### src/rtl/bitmap_set_count_scan_top_defines.svh
// assertion macros for the bit map block
// no dependencies; included by the top level only
`ifndef BITMAP_SET_COUNT_SCAN_TOP_DEFINES_SVH
`define BITMAP_SET_COUNT_SCAN_TOP_DEFINES_SVH

// consequent must hold in the same cycle as the antecedent
`define BSSC_ASSERT_NOW(lbl, clk, rst_n, ante, cons) \
    lbl: assert property (@(posedge clk) disable iff (!rst_n) (ante) |-> (cons)) \
        else $error("same-cycle check failed");

// consequent must hold in the cycle after the antecedent
`define BSSC_ASSERT_NEXT(lbl, clk, rst_n, ante, cons) \
    lbl: assert property (@(posedge clk) disable iff (!rst_n) (ante) |=> (cons)) \
        else $error("next-cycle check failed");

`endif

### src/rtl/bssc_pkg.sv
// shared types and constants of the bit map block
// no dependencies
package bssc_pkg;

    localparam int FIELD_W       = 13;
    localparam int MAX_BITS_DEF  = 4096;
    localparam int WORD_BITS_DEF = 64;
    localparam int CFG_IDX_W     = 2;
    localparam int GRP_W         = 8;

    localparam logic [FIELD_W-1:0] BITS_RESET = 13'd4096;

    typedef enum logic [CFG_IDX_W-1:0] {
        CFG_BITS_IN_USE = 2'd0,
        CFG_ONE_BASED   = 2'd1
    } cfg_reg_t;

    typedef enum logic [1:0] {
        ACT_READ  = 2'd0,
        ACT_WRITE = 2'd1,
        ACT_FILL  = 2'd2,
        ACT_SCAN  = 2'd3
    } action_t;

    typedef struct packed {
        logic               bit_out;
        logic [FIELD_W-1:0] ones_total;
        logic               found;
        logic [FIELD_W-1:0] found_position;
        logic               range_error;
    } result_t;

endpackage

### src/rtl/bssc_wdiv.sv
// splits a bit index into word address and bit offset (divide by WORD_BITS)
// reciprocal multiply registered, then one correction step; uses bssc_pkg
module bssc_wdiv #(
    parameter int WORD_BITS = bssc_pkg::WORD_BITS_DEF
) (
    input  logic                                aclk,
    input  logic [bssc_pkg::FIELD_W-1:0]        x,
    output logic [bssc_pkg::FIELD_W-1:0]        quot,
    output logic [$clog2(WORD_BITS)-1:0]        rem
);
    import bssc_pkg::*;

    localparam int OW    = $clog2(WORD_BITS);
    localparam int SHIFT = FIELD_W + 7;
    localparam int RECIP = (1 << SHIFT) / WORD_BITS;
    localparam int RW    = $clog2(RECIP + 1);
    localparam int PW    = FIELD_W + RW;

    logic [PW-1:0]      prod;
    logic [FIELD_W-1:0] q0_reg;
    logic [FIELD_W-1:0] x_reg;
    logic [FIELD_W-1:0] back;
    logic [FIELD_W-1:0] r0;

    assign prod = PW'(x) * PW'(RECIP);

    always_ff @(posedge aclk) begin
        q0_reg <= FIELD_W'(prod >> SHIFT);
        x_reg  <= x;
    end

    // estimate is at most one low
    assign back = q0_reg * FIELD_W'(WORD_BITS);
    assign r0   = x_reg - back;

    always_comb begin
        if (r0 >= FIELD_W'(WORD_BITS)) begin
            quot = q0_reg + FIELD_W'(1);
            rem  = OW'(r0 - FIELD_W'(WORD_BITS));
        end else begin
            quot = q0_reg;
            rem  = OW'(r0);
        end
    end

endmodule

### config.mk
export PLATFORM = sky130hd
export DESIGN_NAME = bssc_wdiv
export DESIGN_NICKNAME = d
export VERILOG_FILES = /design/src/rtl/bitmap_set_count_scan_top_defines.svh /design/src/rtl/bssc_pkg.sv /design/src/rtl/bssc_wdiv.sv
export SDC_FILE = /design/constraint.sdc
export NUM_CORES = 1
export LEC_CHECK = 0
export BUFFER_PORTS_ARGS = -buffer_cell sky130_fd_sc_hd__buf_2
export CAP_MARGIN = 0
export CORE_AREA = 2 2 39 41
export DETAILED_ROUTE_END_ITERATION = 16
export DIE_AREA = 0 0 41 43
export PLACE_DENSITY = 0.54
export SYNTH_ARGS = -nofsm -noshare
export SYNTH_HDL_FRONTEND = slang
export SYNTH_SLANG_ARGS = --single-unit
### constraint.sdc
create_clock -name aclk -period 0.9 [get_ports aclk]
set_input_delay 0.09 -clock aclk [delete_from_list [all_inputs] [get_ports aclk]]
set_output_delay 0.09 -clock aclk [all_outputs]
set_load 0.02 [all_outputs]
=== Yosys cells after proc, flatten, opt, wreduce, memory -nomap -nowiden ===
Index checks and enable logic that the tools add are counted.

* Logic and storage cells: 8
* Bits of input ports: 14
* Flip-flop bits (word level): 20
* Output and inout port bits: 19

* Mux-type cells: 2
* Order comparisons: 1
* Add/sub/neg operators: 3

{| class="wikitable"
|+ Operators by type and width
! operator !! count
|-
| $ge A13 B7 Y1 const B || 1
|-
| $mux W13 || 1
|-
| $sub A13 B13 Y13 || 1
|-
| $add A7 B1 Y8 const B || 1
|-
| $mux W6 || 1
|-
| $sub A6 B1 Y6 const B || 1
|}

=== Logic depth before layout (Yosys ltp) ===
* Depth after elaboration: 3
* Gate-level depth with buffers: 1
* Depth with buffers taken out: 0

=== Worst setup path before layout ===
No wires, ideal clock.

* Path kind: register to output
* Start: reg x_reg[6]
* End: out quot[0] (netlist name)
* Stages on the path, launching flop included: 1
* Arrival: 395 ps
* Buffers on the path: 0
* Data required time: 810 ps
* Slack: 415 ps
* Cells stage by stage: dfxtp_1

* Cells in the longest elaborated chain, start to end: 3

{| class="wikitable"
|+ Ends and longest elaborated chain
! element !! RTL line !! RTL
|-
| start, declared || bssc_wdiv.sv:21 || <nowiki>logic [FIELD_W-1:0] x_reg;</nowiki>
|-
| start signal, assigned || bssc_wdiv.sv:29 || <nowiki>x_reg <= x;</nowiki>
|-
| $sub A13 B13 Y13 || bssc_wdiv.sv:34 || <nowiki>assign r0 = x_reg - back;</nowiki>
|-
| $ge A13 B7 Y1 || bssc_wdiv.sv:37 || <nowiki>if (r0 >= FIELD_W'(WORD_BITS)) begin</nowiki>
|-
| $mux W13 || bssc_wdiv.sv:37 ||
|-
| end, declared || bssc_wdiv.sv:8 || <nowiki>output logic [bssc_pkg::FIELD_W-1:0] quot,</nowiki>
|}

No other way between the ends.

=== Final worst setup path ===
* Start: reg x_reg[1]
* End: out rem[1]

* Cells in the longest elaborated chain, start to end: 3
* Elaborated cells between the ends (all ways): 4
* Classes of those cells: add/sub: 2; order compare: 1; mux: 1

{| class="wikitable"
|+ Ends and longest elaborated chain
! element !! RTL line !! RTL
|-
| $sub A13 B13 Y13 * || bssc_wdiv.sv:34 ||
|-
| $ge A13 B7 Y1 or $sub A6 B1 Y6 (tied branches) || bssc_wdiv.sv:37, bssc_wdiv.sv:39 ||
|-
| $mux W6 * || bssc_wdiv.sv:37 ||
|-
| end, declared || bssc_wdiv.sv:9 || <nowiki>output logic [$clog2(WORD_BITS)-1:0] rem</nowiki>
|}

Every way passes the cells marked *; elsewhere a longest branch is shown, timed or not.

==> metrics.cfg <==
[grt]
grt_pass1_wl_um = 952
gr-total-overflow = 0
grt_max_degree = 9
grt.total_usage_pct = 8.595
grt_pass1_vias = 281
antenna_found_initial = 0

[die]
fp-row-count = 14
die_area_mm2 = 0.001763
core-area_mm2 = 0.001384
die_y_um = 43
die_width_um = 41
ios = 33
initial_utilization_pct = 22.33

[synthesis]
synth_adder_area_share_pct = 0
synth_simple_gate_area_share_pct = 0
yosys_warnings = 0
synth_xor_xnor_area_share_pct = 0
synthMuxAreaShare_pct = 0
syn_inst = 20
synth.avg_cell_area_um2 = 15.45
synth_top_family_by_area = buffers and inverters
ys_ff_latch = 13
synth_area_um2 = 309.0
ys_seq_area_share_pct = 84.21
synth_compound_area_share_pct = 0
yosysUniqueCellTypes = 3

[final_layout]
largest_register_ffs = 12
nets = 77
drive_gt1_share_pct = 48.39
synthToLayoutAreaGrowth_pct = 91.09
fin_area_um2 = 590.6
antennaDiodeCount = 0

[critical_path]
worst-path-buf-inv = 1
path_cells = buf_2
critical-path-max-stage-delay_ns = 0.31
cp_top_family = flip-flops
required_ns = 0.81
startpoint_type = register
worstPathArrival_ns = 0.74
worst-setup-path-type = reg2out
worstPathMaxFanout = 1
critPathCaptureType = primary output
crit_slowest_cell = dfxtp_1

[route]
ant_nets = 0
wl_um = 689
drt-initial-drc-count = 0
firstDrtPassIters = 1
wl_per_cell_um = 8.833
via_per_inst = 3.436
drc = 0
vias = 268

[power]
combPwrFrac_pct = 14.5
switching_share_pct = 24.20
p_per_area_mw_per_mm2 = 1891
p_int_uw = 846.3
switchingPower_uw = 270.2
pwr-share-clk_pct = 30.7
ir_drop_mv = 0.9524
pwr-share-seq_pct = 54.8
leakagePower_uw = 0.0003034

[placement]
placed_cell_area_um2 = 432.9
dp_hpwl_um = 462
place_congestion = 0.5418
io_buffers = 26

[clock_tree]
clk_pin_slew_ns = 0.08
clock-sinks = 13
htree_levels = 1
cts_max_path_buffers = 2
root_buffer = clkbuf_4
cts_tree = done
cts_setup_buffers = 0
numCtsBuffers = 3

[status]
status = complete, no violations

[sta]
slew_violations = 0
fin_crit_sh_pct = 91.90
final-setup-viol-count = 0
fmax_mhz = 1209
period_minus_slack_ns = 0.8271
final_hold_viol_count = 0
setup_tns_ns = 0
rsz0062_at_grt = false

[flow_run]
drv_cap = 0

[hold_path]
min_to = x_reg[5]$_DFF_P_
hold_path.class = in2reg
hp-start = x[5]
whs_path_depth = 2

## metal layers
layer	share of wire (%)	GRT usage, %	vias up
met3	13	4.712	0
met5	0	0	-
met1	33	4.276	114
met4	0	6.000	0
li1	-	-	130
met2	54	16.88	24
## cell usage in the layout (no fill, tap or decap)
| master | instances |
|---|---|
| clkinv_2 | 1 |
| conb_1 | 6 |
| clkbuf_4 | 3 |
| buf_2 | 26 |
| dfxtp_1 | 13 |
| dlygate4sd3_1 | 13 |
## power by group through the flow
stage / clock (uW) / sequential, uW / combinational, uW
after floorplan: 0 / 667 / 41.7
after global placement: 0 / 625 / 118
after detailed placement: 0 / 626 / 118
after CTS: 371 / 612 / 161
after global routing: 387 / 615 / 175
final: 343 / 612 / 162
## cell usage after synthesis
master	number	area share, %
conb_1	1	1.2
buf_4	6	15
dfxtp_1	13	84
## through the flow
step | hold WS, ns | power, uW | setup WS [ns] | util (%) | instances
final | 0.4488 | 1117 | 0.07292 | 42.68 | 78
after global routing | 0.4517 | 1177 | 0.01104 | 42.68 | 78
after CTS | 0.4341 | 1144 | 0.04807 | 42.68 | 78
after detailed placement | 0.1944 | 744.4 | 0.3657 | 31.28 | 61
after global placement | 0.1929 | 742.7 | 0.3684 | 31.28 | 61
after floorplan | 0.1177 | 709.0 | 0.4149 | - | 25
## kinds of logic after synthesis
logic type             Yosys count
flip-flops                      13
other                            1
buffers and inverters            6
## area by class of cell
type	instances	area, um2
Sequential cell	13	260.3
Multi-Input combinational cell	6	22.52
Clock inverter	1	5.005
Tap cell	16	20.02
Clock buffer	3	22.52
Fill cell	133	793.3
Timing Repair Buffer	39	260.3
## how the worst max path moves through the flow
stage	from	endpoint	slack, ns	cells past startpoint
after floorplan	x_reg[6]$_DFF_P_	quot[0]	0.41	0
after global placement	x_reg[7]$_DFF_P_	quot[1]	0.37	1
after detailed placement	x_reg[4]$_DFF_P_	rem[4]	0.37	1
after CTS	x_reg[1]$_DFF_P_	rem[1]	0.05	1
after global routing	x_reg[9]$_DFF_P_	quot[3]	0.01	1
final	x_reg[1]$_DFF_P_	rem[1]	0.07	1
## repair_timing
item,in CTS,in global routing
gates resized for setup,0,0
hold buffers,13,0
endpoints found under the hold margin,13,0
Note: power is estimated with default switching activity, not from simulation.
