===== config.mk =====
export PLATFORM = sky130hd
export DESIGN_NAME = bssc_ffs
export DESIGN_NICKNAME = d
export VERILOG_FILES = /design/src/rtl/bitmap_set_count_scan_top_defines.svh /design/src/rtl/bssc_pkg.sv /design/src/rtl/bssc_ffs.sv
export SDC_FILE = /design/constraint.sdc
export NUM_CORES = 1
export LEC_CHECK = 0
export BUFFER_PORTS_ARGS = -buffer_cell sky130_fd_sc_hd__buf_2
export CAP_MARGIN = 5
export CELL_PAD_IN_SITES_DETAIL_PLACEMENT = 1
export CELL_PAD_IN_SITES_GLOBAL_PLACEMENT = 1
export CORE_MARGIN = 3
export CORE_UTILIZATION = 28
export DETAILED_ROUTE_END_ITERATION = 8
export GPL_ROUTABILITY_DRIVEN = 0
export PLACE_DENSITY_LB_ADDON = 0.1
export SYNTH_ARGS = -nofsm -noshare
export SYNTH_HDL_FRONTEND = slang
export SYNTH_SLANG_ARGS = --single-unit

===== constraint.sdc =====
create_clock -name aclk -period 1.67 [get_ports aclk]
set_clock_uncertainty 0.2 [all_clocks]
set_input_delay 0.334 -clock aclk [delete_from_list [all_inputs] [get_ports aclk]]
set_output_delay 0.334 -clock aclk [all_outputs]
set_load 0.03 [all_outputs]

===== src/rtl/bitmap_set_count_scan_top_defines.svh =====
// assertion macros for the bit map block
// no dependencies; included by the top level only
`ifndef BITMAP_SET_COUNT_SCAN_TOP_DEFINES_SVH
`define BITMAP_SET_COUNT_SCAN_TOP_DEFINES_SVH

// consequent must hold in the same cycle as the antecedent
`define BSSC_ASSERT_NOW(lbl, clk, rst_n, ante, cons) \
    lbl: assert property (@(posedge clk) disable iff (!rst_n) (ante) |-> (cons)) \
        else $error("same-cycle check failed");

// consequent must hold in the cycle after the antecedent
`define BSSC_ASSERT_NEXT(lbl, clk, rst_n, ante, cons) \
    lbl: assert property (@(posedge clk) disable iff (!rst_n) (ante) |=> (cons)) \
        else $error("next-cycle check failed");

`endif


===== src/rtl/bssc_pkg.sv =====
// shared types and constants of the bit map block
// no dependencies
package bssc_pkg;

    localparam int FIELD_W       = 13;
    localparam int MAX_BITS_DEF  = 4096;
    localparam int WORD_BITS_DEF = 64;
    localparam int CFG_IDX_W     = 2;
    localparam int GRP_W         = 8;

    localparam logic [FIELD_W-1:0] BITS_RESET = 13'd4096;

    typedef enum logic [CFG_IDX_W-1:0] {
        CFG_BITS_IN_USE = 2'd0,
        CFG_ONE_BASED   = 2'd1
    } cfg_reg_t;

    typedef enum logic [1:0] {
        ACT_READ  = 2'd0,
        ACT_WRITE = 2'd1,
        ACT_FILL  = 2'd2,
        ACT_SCAN  = 2'd3
    } action_t;

    typedef struct packed {
        logic               bit_out;
        logic [FIELD_W-1:0] ones_total;
        logic               found;
        logic [FIELD_W-1:0] found_position;
        logic               range_error;
    } result_t;

endpackage


===== src/rtl/bssc_ffs.sv =====
// lowest set bit of one word, two levels: byte groups registered, then group pick
// uses bssc_pkg for the group width
module bssc_ffs #(
    parameter int WORD_BITS = bssc_pkg::WORD_BITS_DEF
) (
    input  logic                         aclk,
    input  logic [WORD_BITS-1:0]         word_in,
    output logic                         hit,
    output logic [$clog2(WORD_BITS)-1:0] offset
);
    import bssc_pkg::*;

    localparam int OW    = $clog2(WORD_BITS);
    localparam int NGRP  = (WORD_BITS + GRP_W - 1) / GRP_W;
    localparam int PAD_W = NGRP * GRP_W;
    localparam int GPW   = $clog2(GRP_W);

    logic [PAD_W-1:0] padded;
    logic             grp_any      [NGRP];
    logic [GPW-1:0]   grp_pos      [NGRP];
    logic             grp_any_reg  [NGRP];
    logic [GPW-1:0]   grp_pos_reg  [NGRP];

    assign padded = PAD_W'(word_in);

    always_comb begin
        for (int g = 0; g < NGRP; g++) begin
            grp_any[g] = |padded[g*GRP_W +: GRP_W];
            grp_pos[g] = '0;
            for (int j = GRP_W - 1; j >= 0; j--) begin
                if (padded[g*GRP_W + j]) begin
                    grp_pos[g] = GPW'(j);
                end
            end
        end
    end

    always_ff @(posedge aclk) begin
        for (int g = 0; g < NGRP; g++) begin
            grp_any_reg[g] <= grp_any[g];
            grp_pos_reg[g] <= grp_pos[g];
        end
    end

    always_comb begin
        hit    = 1'b0;
        offset = '0;
        for (int g = NGRP - 1; g >= 0; g--) begin
            if (grp_any_reg[g]) begin
                hit    = 1'b1;
                offset = OW'(g * GRP_W + int'(grp_pos_reg[g]));
            end
        end
    end

endmodule


# Yosys cells after proc, flatten, opt, wreduce, memory -nomap -nowiden
# Memories as Yosys holds them, arrays and structs flattened.
# Cells that the tools add are included.
[totals] reg_bits=0 ram_bits=32 input_bits=65 wordCells=97 mem_count=2
[op_classes] addsub=7 muxes=80 reduce_logical=8
[mem_list] memory="grp_pos_reg" words=8 word_bits=3 read_ports=8 rd_clocked_by_memory_dff=0 wr=8 line="bssc_ffs.sv:22" text="logic [GPW-1:0] grp_pos_reg [NGRP];"
[mem_list] memory="grp_any_reg" words=8 word_bits=1 read_ports=8 rd_clocked_by_memory_dff=0 wr=8 line="bssc_ffs.sv:21" text="logic grp_any_reg [NGRP];"
[ops] op="$mux W3" count=64
[ops] op="$reduce_or A8 Y1" count=8
[ops] op="$mux W6" count=8
[ops] op="$add A6 B3 Y6 const A" count=4
[ops] op="$add A5 B3 Y6 const A" count=2
[ops] op="$mux W1" count=8
[ops] op="$add A4 B3 Y5 const A" count=1

# Logic depth before layout (Yosys ltp)
# Gate-level depths: netlist of the first run.
[depth] depth_word=9 mapped_depth=4 ltp_nobuf=4

# Worst setup path after synthesis of the first run
# OpenSTA, ideal clock, no wires.
[synth_path] path_type="flip-flop to output port" startpoint="memory grp_any_reg[5][0] (netlist: grp_any_reg[1][1])" endpoint="output port offset[0]" arrival_ns=1.559 t_required_ns=1.136 slack_ns=-0.423 path_stages_with_launch=5 path_cell_list="dfxtp_1 -> or2b_2 -> o22ai_1 -> or4_1 -> a31oi_1"
[synth_rtl] item="start, declared" line="bssc_ffs.sv:21"
[synth_rtl] item="end, declared" line="bssc_ffs.sv:9" text="output logic [$clog2(WORD_BITS)-1:0] offset"

==> flow_metrics.tcl, run 1 <==
set metrics [dict create \
    path_clk_slew_ps 60 \
    synth_simple_gate_area_share_pct 32.8 \
    slew_violations 0 \
    synth-edff-count 0 \
    start_util_pct 29.9 \
    hold_depth 2 \
    cts_tree "done" \
    power.total_w 0.00160 \
    htree_levels 2 \
    synthArstFlopShare_pct 0 \
    vias 1589 \
    min_path_type "in -> reg" \
    drive_above_1_share_pct 39.7 \
    ys_types 23 \
    critPathKind "reg -> out" \
    hp-start "word_in[48]" \
    fin_crit_sh_pct 131 \
    cp_max_fo 3 \
    power-per-cell-area_nw_per_um2 723 \
    relSlewSlack_pct 71.2 \
    worst_pin_slew_ps 428 \
    setup_slack_ps -517 \
    finalNonFillerCells 339 \
    fin_tns_setup_ps -2630 \
    ys_ff_latch 32 \
    p_leak_nw 1.01 \
    dr.first_iter.drc_count 29 \
    yosysSeqAreaShare_pct 43.9 \
    final_nets 336 \
    synth-xor-area-share_pct 0 \
    synth_top_family_by_area "simple AND/OR/NAND/NOR gates" \
    ant_nets 0 \
    required_ps 1140 \
    multi_input_area_um2 838 \
    drt-total-wl_um 3840 \
    netlist_instances 183 \
    dp_cells 328 \
    synth_compound_area_share_pct 18.1 \
    cp.arrival_ps 1650 \
    cts_root_buffer "clkbuf_8" \
    drcViolationCount 0 \
    fmax_mhz 457 \
    grt_pass1_vias 1611 \
    cts_sinks 32 \
    clockBufferDepth 2 \
    drv_cap 0 \
    syn_to_final_growth_pct 52.1 \
    die_h_um 78.2 \
    critPathLaunch "grp_any_reg[1][1]" \
    ios 72 \
    syn-cell-area_um2 1460 \
    rsz0062_at_grt "true" \
    grt.total_usage_pct 13.3 \
    regArea_um2 648 \
    status "finished, violations left" \
    grt_max_degree 10 \
    fillers 634 \
    die_w_um 78.2 \
    largest_reg_flops 24 \
    routed_via_density 4.69 \
    grt_pass1_wl_um 6620 \
    cts_buffers 5 \
    setup.worst_path.start_class "register" \
    diodes 0 \
    io_buffers 71 \
    avgSynthCellArea_um2 7.97 \
    antenna_found_initial 0 \
    synth_nets 248 \
    cp-end-kind "output pin" \
    violations "setup timing" \
    hold_slack_ps 40.0 \
    setup_viol 7 \
    dieArea_um2 6110 \
    vdd_drop_max_v 0.000214 \
    first_pass_iters 4 \
    wire_per_inst_um 11.3 \
    fin_crit_ps 2190 \
    synthMuxAreaShare_pct 0 \
    gr-total-overflow 0 \
    hold_violations 0 \
    fp-row-count 25 \
    ys.flop_type "dfxtp_1" \
    synthAdderAreaFrac_pct 0 \
    dp.final_hpwl_um 3240 \
    ys_warn_count 0 \
    core-area_um2 4880 \
]
-- through the flow --
stage	area [um^2]	setup WS [ps]	utilization [%]
6_report	2220	-517	45.4
5_1_grt	2220	-581	45.4
4_1_cts	2180	-524	44.6
3_3_place_gp	2010	-285	41.2
2_1_floorplan	1510	-176	-
3_5_place_dp	2010	-341	41.2
-- cells in the mapped netlist, drive strengths merged, types with 2 or more instances --
| library cell | n | area share, % |
|---|---|---|
| inv | 19 | 4.9 |
| o21bai | 8 | 4.1 |
| a22oi | 3 | 1.5 |
| a31oi | 3 | 1.3 |
| a21oi | 16 | 5.5 |
| o21ai | 2 | 0.69 |
| nor4 | 16 | 6.9 |
| or4 | 3 | 1.5 |
| nor2b | 9 | 4.4 |
| o22ai | 6 | 2.6 |
| nor2 | 13 | 3.3 |
| dfxtp | 32 | 44 |
| nand2b | 8 | 3.4 |
| nand2 | 11 | 2.8 |
| nor3 | 25 | 8.6 |
| a221oi | 3 | 1.8 |
-- cells in the final DEF, fill, tap and decap left out --
cell type,synthesis,routed
o21ai_1,0,1
clkbuf_1,1,2
a221oi_1,3,1
nor3_1,25,24
nor2b_1,8,8
nand2_1,11,11
a22oi_1,3,3
nor3_4,0,1
and2_4,0,1
o21bai_1,8,8
dfxtp_2,0,3
dfxtp_4,0,1
nor2b_4,1,1
o22ai_1,6,6
buf_6,0,8
or2b_2,1,1
dfxtp_1,32,28
o21ai_2,0,1
clkbuf_8,0,6
a221oi_2,0,2
nor2_2,0,1
a21oi_1,16,16
a211o_1,1,1
a31oi_4,0,3
inv_1,19,19
nor4_1,16,16
nand3_2,0,1
nor2_1,13,12
buf_2,0,64
nand2b_1,8,8
buf_4,0,10
or4_4,0,3
or2_4,0,1
-- worst max-delay path, stage by stage (launching register included) --
cell	delay (ps)
dfxtp_2	330
or2b_2	180
o22ai_1	80
or4_4	510
a31oi_4	150
buf_6	150
-- metal layers --
layer	routed length (um)	global-route usage [%]	vias up
met5	0	0	-
met4	65	5.77	0
met3	232	2.98	7
met2	1840	23.1	47
met1	1690	15.6	699
li1	-	-	836
-- kinds of logic after synthesis --
kind of cell    count (synthesis)
compound gates                 42
flops                          32
simple gates                   89
buf+inv                        20
-- area by class of cell --
| cell class | count | share of cell area (%) |
|---|---|---|
| clock buffer | 8 | 4.06 |
| multi-input combinational | 131 | 37.8 |
| inverter | 19 | 3.22 |
| timing repair buffer | 82 | 21.9 |
| sequential | 32 | 29.2 |
| tap | 67 | 3.78 |
-- path summary, 6_finish.rpt --
path | slack [ps] | end
worst max-delay path | -520 | offset[1]
worst min-delay path | 40 | grp_pos_reg[1][6]
-- power breakdown --
| group | leakage (nW) | internal, W | switching, W |
|---|---|---|---|
| sequential | 0.262 | 0.000793 | 0.0000115 |
| clock | 0.0455 | 0.000335 | 0.000239 |
| combinational | 0.707 | 0.000114 | 0.000110 |
| total | 1.01 | 0.00124 | 0.000360 |
-- what timing repair did --
item	in CTS	in global routing
endpoints found under the hold margin	0	0
buffers inserted	3	0
endpoints found under the setup margin	7	7
hold buffers	0	0
pin swaps	4	5
resized for setup	18	13
Note: power is estimated with default switching activity, not from simulation.
==> run 2, diff against run 1 <==
TNS_END_PERCENT = 30   (was not set)
==> run 2 against run 1 <==
The flow still finishes with violations (setup timing); clock power increased by 6.1%; via count decreased by 1.4%; final cell count decreased by 1.2%; flip-flop and latch count unchanged; hold slack improved by 1.3 ps; global-route usage decreased by 0.16 points; core utilization decreased by 1.1 points; maximum frequency decreased by 0.64%; critical path type unchanged.
==> flow_metrics.tcl, run 2 (same netlist as run 1, synthesis figures left out) <==
set metrics [dict create \
    status "finished, violations left" \
    violations "setup timing" \
    dr.first_iter.drc_count 36 \
    die_w_um 78.2 \
    netSwitchingFraction_pct 22.2 \
    power_frac_comb_pct 13.6 \
    cp_max_fo 3 \
    relSlewSlack_pct 72.4 \
    internal_power_w 0.00127 \
    cts_buffers 5 \
    dieArea_um2 6110 \
    setup_viol 7 \
    min_to "grp_pos_reg[1][6]" \
    start_util_pct 29.9 \
    vias 1566 \
    min_path_type "in -> reg" \
    largest_reg_flops 24 \
    mostFrequentLayoutCell "buf_2" \
    final_nets 333 \
    grt_pass1_vias 1577 \
    p_clk_share_pct 37.2 \
    vdd_drop_max_v 0.000264 \
    hold_slack_ps 41.3 \
    fillers 648 \
    regArea_um2 644 \
    grt_max_degree 10 \
    io_buffers 71 \
    first_pass_iters 4 \
    dp.final_hpwl_um 3230 \
    fp-row-count 25 \
    die_h_um 78.2 \
    hold_depth 2 \
    fin_crit_sh_pct 132 \
    cts_tree "done" \
    critPathKind "reg -> out" \
    drt-total-wl_um 3810 \
    fmax_mhz 454 \
    pwr-share-seq_pct 49.2 \
    fin_crit_ps 2200 \
    cp.arrival_ps 1670 \
    grt.total_usage_pct 13.1 \
    required_ps 1140 \
    clockBufferDepth 2 \
    wire_per_inst_um 11.4 \
    worst_pin_slew_ps 411 \
    slew_violations 0 \
    p_leak_nw 0.995 \
    core-area_um2 4880 \
    cts_root_buffer "clkbuf_8" \
    p_switching_w 0.000363 \
    syn_to_final_growth_pct 48.6 \
    htree_levels 2 \
    post_cts_buffers 0 \
    diodes 0 \
    power-per-cell-area_nw_per_um2 756 \
    multi_input_area_um2 815 \
    setup_slack_ps -531 \
    drive_above_1_share_pct 37.3 \
    drv_cap 0 \
    hp-start "word_in[48]" \
    drcViolationCount 0 \
    layout_common_cells "64 x buf_2, 29 x dfxtp_1, 24 x nor3_1" \
    rsz0062_at_grt "true" \
    cp-end-kind "output pin" \
    setup.worst_path.start_class "register" \
    ios 72 \
    gr-total-overflow 0 \
    grt_pass1_wl_um 6530 \
    hold_violations 0 \
    routed_via_density 4.67 \
    antenna_found_initial 0 \
    ant_nets 0 \
    cts_sinks 32 \
    fin_tns_setup_ps -2920 \
    path_clk_slew_ps 60 \
]
## run 2: cell count changes in the layout (fill, tap and decap cells not counted), moves of 2 or more
cell	change
a221oi_1	+2
a221oi_2	-2
buf_6	-2
clkbuf_1	-2
o21ai_0	+2
## run 2: layer usage
layer / GRT usage (%) / part of all wire [%] / up-vias
met2: 22.8 / 48 / 45
met3: 2.87 / 5.9 / 6
li1: - / - / 834
met4: 5.24 / 1.5 / 0
met5: 0 / 0 / -
met1: 15.7 / 44 / 681
## run 2: how the worst max path moves through the flow
stage                                 start        end  cells past startpoint
after floorplan           grp_any_reg[1][1]  offset[0]                      4
after global placement    grp_any_reg[1][1]  offset[2]                      5
after detailed placement  grp_any_reg[1][2]  offset[1]                      5
after CTS                 grp_any_reg[1][1]  offset[0]                      5
after global routing      grp_any_reg[1][1]  offset[0]                      5
final                     grp_any_reg[1][1]  offset[0]                      5
## run 2: layout make-up
class / instances / area share, %
inverter: 19 / 3.29
tap: 67 / 3.87
sequential: 32 / 29.8
timing repair buffer: 79 / 21.0
multi-input combinational: 131 / 37.6
clock buffer: 7 / 4.45
## run 2: what timing repair did
action	in CTS	in global routing
hold buffers	0	0
resized for setup	19	0
pin swaps	4	0
endpoints found under the setup margin	7	7
## run 2: power groups by stage
| stage | registers, W | clock network, W | logic (W) |
|---|---|---|---|
| 2_1_floorplan | 0.000817 | 0 | 0.0000944 |
| 3_3_place_gp | 0.000821 | 0 | 0.000218 |
| 3_5_place_dp | 0.000822 | 0 | 0.000220 |
| 4_1_cts | 0.000805 | 0.000624 | 0.000226 |
| 5_1_grt | 0.000807 | 0.000672 | 0.000254 |
| 6_report | 0.000805 | 0.000609 | 0.000223 |
## run 2: critical path: stages (launching register included)
cell,delay (ps)
dfxtp_2,330
or2b_2,180
o22ai_1,80
or4_4,510
a31oi_4,150
buf_6,150
## run 2: per-stage QoR
stage	std cells	instance area [um^2]	total power (W)	setup slack, ps	utilization, %
global placement	328	2010	0.00104	-285	41.2
floorplan	183	1510	0.000911	-176	-
global route	335	2170	0.00173	-601	44.4
finish	335	2170	0.00164	-531	44.4
CTS	335	2170	0.00166	-520	44.4
detailed placement	328	2010	0.00104	-334	41.2
